--- src/hw/rtl/tlff_pkg.sv ---
// shared types and constants for the two-layer relu feed-forward block
`timescale 1ns / 1ps
package tlff_pkg;
  localparam int ModelDim  = 16;
  localparam int HiddenDim = 64;
  localparam int MdW = $clog2(ModelDim);
  localparam int HdW = $clog2(HiddenDim);
  localparam int AccW = 40;

  typedef enum logic [2:0] {
    ActW1  = 3'd0,
    ActB1  = 3'd1,
    ActW2  = 3'd2,
    ActB2  = 3'd3,
    ActIn  = 3'd4
  } action_e;

  // one multiply-accumulate request to the shared unit
  typedef struct packed {
    logic               clr;
    logic               mac;
    logic signed [15:0] a;
    logic signed [15:0] b;
    logic signed [15:0] bias;
  } mac_req_t;
endpackage

--- src/hw/rtl/tlff_mac.sv ---
// shared multiply-accumulate unit with registered product
`timescale 1ns / 1ps
module tlff_mac (
  input  logic                     clk_i,
  input  logic                     rst_ni,
  input  tlff_pkg::mac_req_t       req_i,
  output logic signed [tlff_pkg::AccW-1:0] acc_o
);
  import tlff_pkg::*;
  logic signed [31:0] prod_q;
  logic               prod_vld_q;
  logic signed [AccW-1:0] acc_q;

  always_ff @(posedge clk_i or negedge rst_ni) begin
    if (!rst_ni) begin
      prod_vld_q <= 1'b0;
      acc_q      <= '0;
      prod_q     <= '0;
    end else begin
      prod_q     <= req_i.a * req_i.b;
      prod_vld_q <= req_i.mac;
      if (req_i.clr) begin
        acc_q <= {{(AccW-28){req_i.bias[15]}}, req_i.bias, 12'd0};
      end else if (prod_vld_q) begin
        acc_q <= acc_q + {{(AccW-32){prod_q[31]}}, prod_q};
      end
    end
  end
  assign acc_o = acc_q;
endmodule

--- config.mk ---
export PLATFORM = sky130hd
export DESIGN_NAME = tlff_mac
export DESIGN_NICKNAME = d
export VERILOG_FILES = /design/src/hw/rtl/tlff_pkg.sv /design/src/hw/rtl/tlff_mac.sv
export SDC_FILE = /design/constraint.sdc
export NUM_CORES = 1
export LEC_CHECK = 0
export ABC_AREA = 1
export CAP_MARGIN = 10
export CORE_MARGIN = 3
export CORE_UTILIZATION = 50
export DETAILED_ROUTE_END_ITERATION = 10
export DONT_BUFFER_PORTS = 1
export HOLD_SLACK_MARGIN = 0.03
export PLACE_DENSITY = 0.71
export SETUP_SLACK_MARGIN = 0.15
export SLEW_MARGIN = 20
export SYNTH_ARGS = -nofsm -noshare
export SYNTH_HDL_FRONTEND = slang
export SYNTH_SLANG_ARGS = --single-unit
--- constraint.sdc ---
create_clock -name clk_i -period 2.25 [get_ports clk_i]
set_input_delay 0.225 -clock clk_i [delete_from_list [all_inputs] [get_ports clk_i]]
set_output_delay 0.225 -clock clk_i [all_outputs]
set_load 0.02 [all_outputs]
==> results.py <==
metrics = {
    "clocking": {
        "cts_tree": "yes",
        "insertion_delay_ps": 360,
        "root_buffer": "clkbuf_16",
        "clk_pin_slew_worst_paths_ps": 60,
        "htreeDepth": 3,
        "clock_sinks": 73,
        "clock_path_buffers": 2,
        "cts_buffers": 9,
    },
    "global_routing": {
        "met3_usage": 0.0395,
        "antenna_found_initial": 0,
        "grt-ovfl-total": 0,
        "grt-busiest-layer": "met2",
        "grtUsageMet1": 0.356,
        "track_usage": 0.277,
        "grt_max_degree": 74,
        "grt_pass1_vias": 15400,
        "grt_pass1_wl_mm": 77.9,
        "met2_usage": 0.484,
    },
    "worst_setup_path": {
        "slowest_delay_ps": 520,
        "r2r_setup_slack_ps": 190,
        "crit_required_ps": 2500,
        "worstReg2RegStart": "acc_o[5]",
        "worstSetupStartpointType": "primary input",
        "r2r-end": "acc_o[18]",
        "worst_path_most_repeated_cell": "fa_1",
        "worstPathArrival_ps": 4970,
        "path_cells": "clkinvlp_4, buf_6, or2_4, fa_1, fa_1, inv_1, fa_2, fa_2, fa_1, inv_1, fa_1, inv_2, ha_4, nand2_2, nor2_4, inv_2, nor2_4, buf_4, nand4_1, nand2_1, xor2_1",
        "worstSetupPathType": "in -> reg",
        "cp-startpoint": "req_i[31]",
        "critPathCaptureType": "flop",
        "cp_slowest_cell": "fa_2",
        "r2r_cells": 14,
        "cp_max_fo": 5,
    },
    "synth": {
        "synth_common_cells": "712 x nand2_1, 598 x inv_1, 263 x fa_1, 134 x nor2_1, 121 x ha_1",
        "yosysTopAreaCellShare": 0.321,
        "synthArstFlopShare": 1.00,
        "synth_area_per_cell_um2": 7.12,
        "yosysTopAreaCell": "fa_1",
        "synth_area_mm2": 0.0164,
        "synth-seq-area-share": 0.111,
        "ys_seq_elements": 73,
        "ys.flop_type": "dfrtp_1",
        "syn-num-nets": 2737,
        "synth.area.top_cells": "fa_1 32%, nand2_1 16%, inv_1 14%",
        "ys_warn_count": 0,
        "yosysUniqueCellTypes": 41,
        "synthCells": 2301,
        "yosysMostFrequentCell": "nand2_1",
        "synth_edf_count": 0,
    },
    "sta": {
        "setup_viol": 27,
        "fin_crit_sh": 2.10,
        "clock.fmax_mhz": 212,
        "skew_ps": 18.7,
        "post-route-min-period_ps": 4720,
        "rsz0062_at_grt": "true",
        "holdWs_ps": 40.0,
        "tightest_slew_ps": 508,
        "layout_setup_ws_ps": -2470,
        "finalMaxSlewViolations": 0,
        "hold_viol_final": 0,
        "slew_headroom": 0.661,
    },
    "finish": {
        "layout-drive-gt1-share": 0.257,
        "finalNonFillerCells": 2896,
        "nets": 2892,
        "fillCellCount": 2690,
        "syn_to_final_growth_pct": 27.6,
        "antenna_cells": 0,
    },
    "hold_path": {
        "min_path_type": "in -> reg",
        "holdPathStages": 2,
        "hold_path_end": "acc_o[12]",
        "hp-start": "req_i[0]",
    },
    "run_status": {
        "violations": "setup timing",
        "status": "finished, violations left",
    },
    "detailed_routing": {
        "drt-initial-drc-count": 978,
        "dr.pass1.iters": 5,
        "antenna_left": 0,
        "via_per_inst": 5.11,
        "wire_per_inst_um": 16.7,
        "wl_mm": 48.3,
        "drc": 0,
        "vias": 14800,
    },
    "floorplanning": {
        "fp.dieW_um": 187,
        "core_mm2": 0.0320,
        "io_pins": 92,
        "die-height_um": 187,
        "start_util": 0.513,
        "die-area_mm2": 0.0350,
        "row_count": 65,
    },
    "placed_design": {
        "dp_cells": 2836,
        "gp_congestion": 1.00,
        "dpl.hpwl_mm": 39.9,
        "io_buffers": 0,
        "pre_cts_slack_ps": -2940,
    },
    "flow_run": {
        "cap_viol_max_count": 0,
    },
}
layer usage:
layer  up-vias  wire length [um]
met1      7190             20000
li1       7016                 -
met4         0              1740
met2       467             23800
met3       112              2820
met5         -                 0
sequential cells by signal, indices dropped and copies added (netlist names):
signal / flops
acc_o: 40
prod_q: 32
prod_vld_q: 1
worst max-delay path by stage:
| stage | slack [ps] | depth (start not counted) | endpoint |
|---|---|---|---|
| after CTS | -2450 | 20 | prod_q[24] |
| after global placement | -2930 | 22 | prod_q[21] |
| final | -2470 | 21 | prod_q[21] |
| after floorplan | -2630 | 20 | prod_q[30] |
| after global routing | -2620 | 20 | prod_q[24] |
| after detailed placement | -2940 | 20 | prod_q[21] |
metrics by stage:
| step | TNS, ps | util | instance area, um2 |
|---|---|---|---|
| floorplan | -60030 | - | 17500 |
| global placement | -64260 | 0.581 | 18600 |
| detailed placement | -65270 | 0.581 | 18600 |
| CTS | -52780 | 0.617 | 19700 |
| global route | -57340 | 0.654 | 20900 |
| finish | -53540 | 0.654 | 20900 |
cells in the final DEF (no fill, tap or decap), types with 21 or more instances in the layout:
master	instances
dfrtp_1	68
inv_1	548
inv_2	46
nand4_1	21
nand2_2	64
xor2_1	23
a21oi_1	36
nand2_4	35
nor2_4	32
ha_1	51
nor2_1	74
xnor2_1	23
nand2_1	624
buf_6	32
ha_4	63
buf_4	171
nand3_1	51
fa_1	243
nor2_2	43
critical path: cells and delay by family:
family	cells	cell delay, ps
simple gates	6	780
buf+inv	7	550
xor+xnor	1	220
fa+ha+maj	7	3200
logic make-up after synthesis:
kind of cell    synth area share
simple gates               0.247
buf+inv                    0.153
fa+ha+maj                  0.414
compound gates            0.0463
flops                      0.111
xor+xnor                  0.0283
repair_timing:
action / in CTS / in global routing
buffers inserted: 24 / 14
resized for setup: 139 / 257
setup endpoints to repair: 44 / 54
pin swaps: 87 / 93
hold endpoints to repair: 76 / 0
hold buffers: 6 / 0
gates cloned: 0 / 0
cell type report:
| cell class | instances | area [um2] | share of cell area |
|---|---|---|---|
| clock buffers | 11 | 243 | 0.0116 |
| clock inverters | 5 | 40.0 | 0.00192 |
| inverters | 598 | 2260 | 0.108 |
| multi-input cells | 1561 | 14200 | 0.679 |
| flip-flops and latches | 73 | 1830 | 0.0877 |
| well taps | 435 | 544 | 0.0260 |
| repair buffers | 213 | 1800 | 0.0862 |
Power is left out: the tool's default activity adds up to more than one toggle a clock period on the data nets, which glitch-free logic cannot reach.
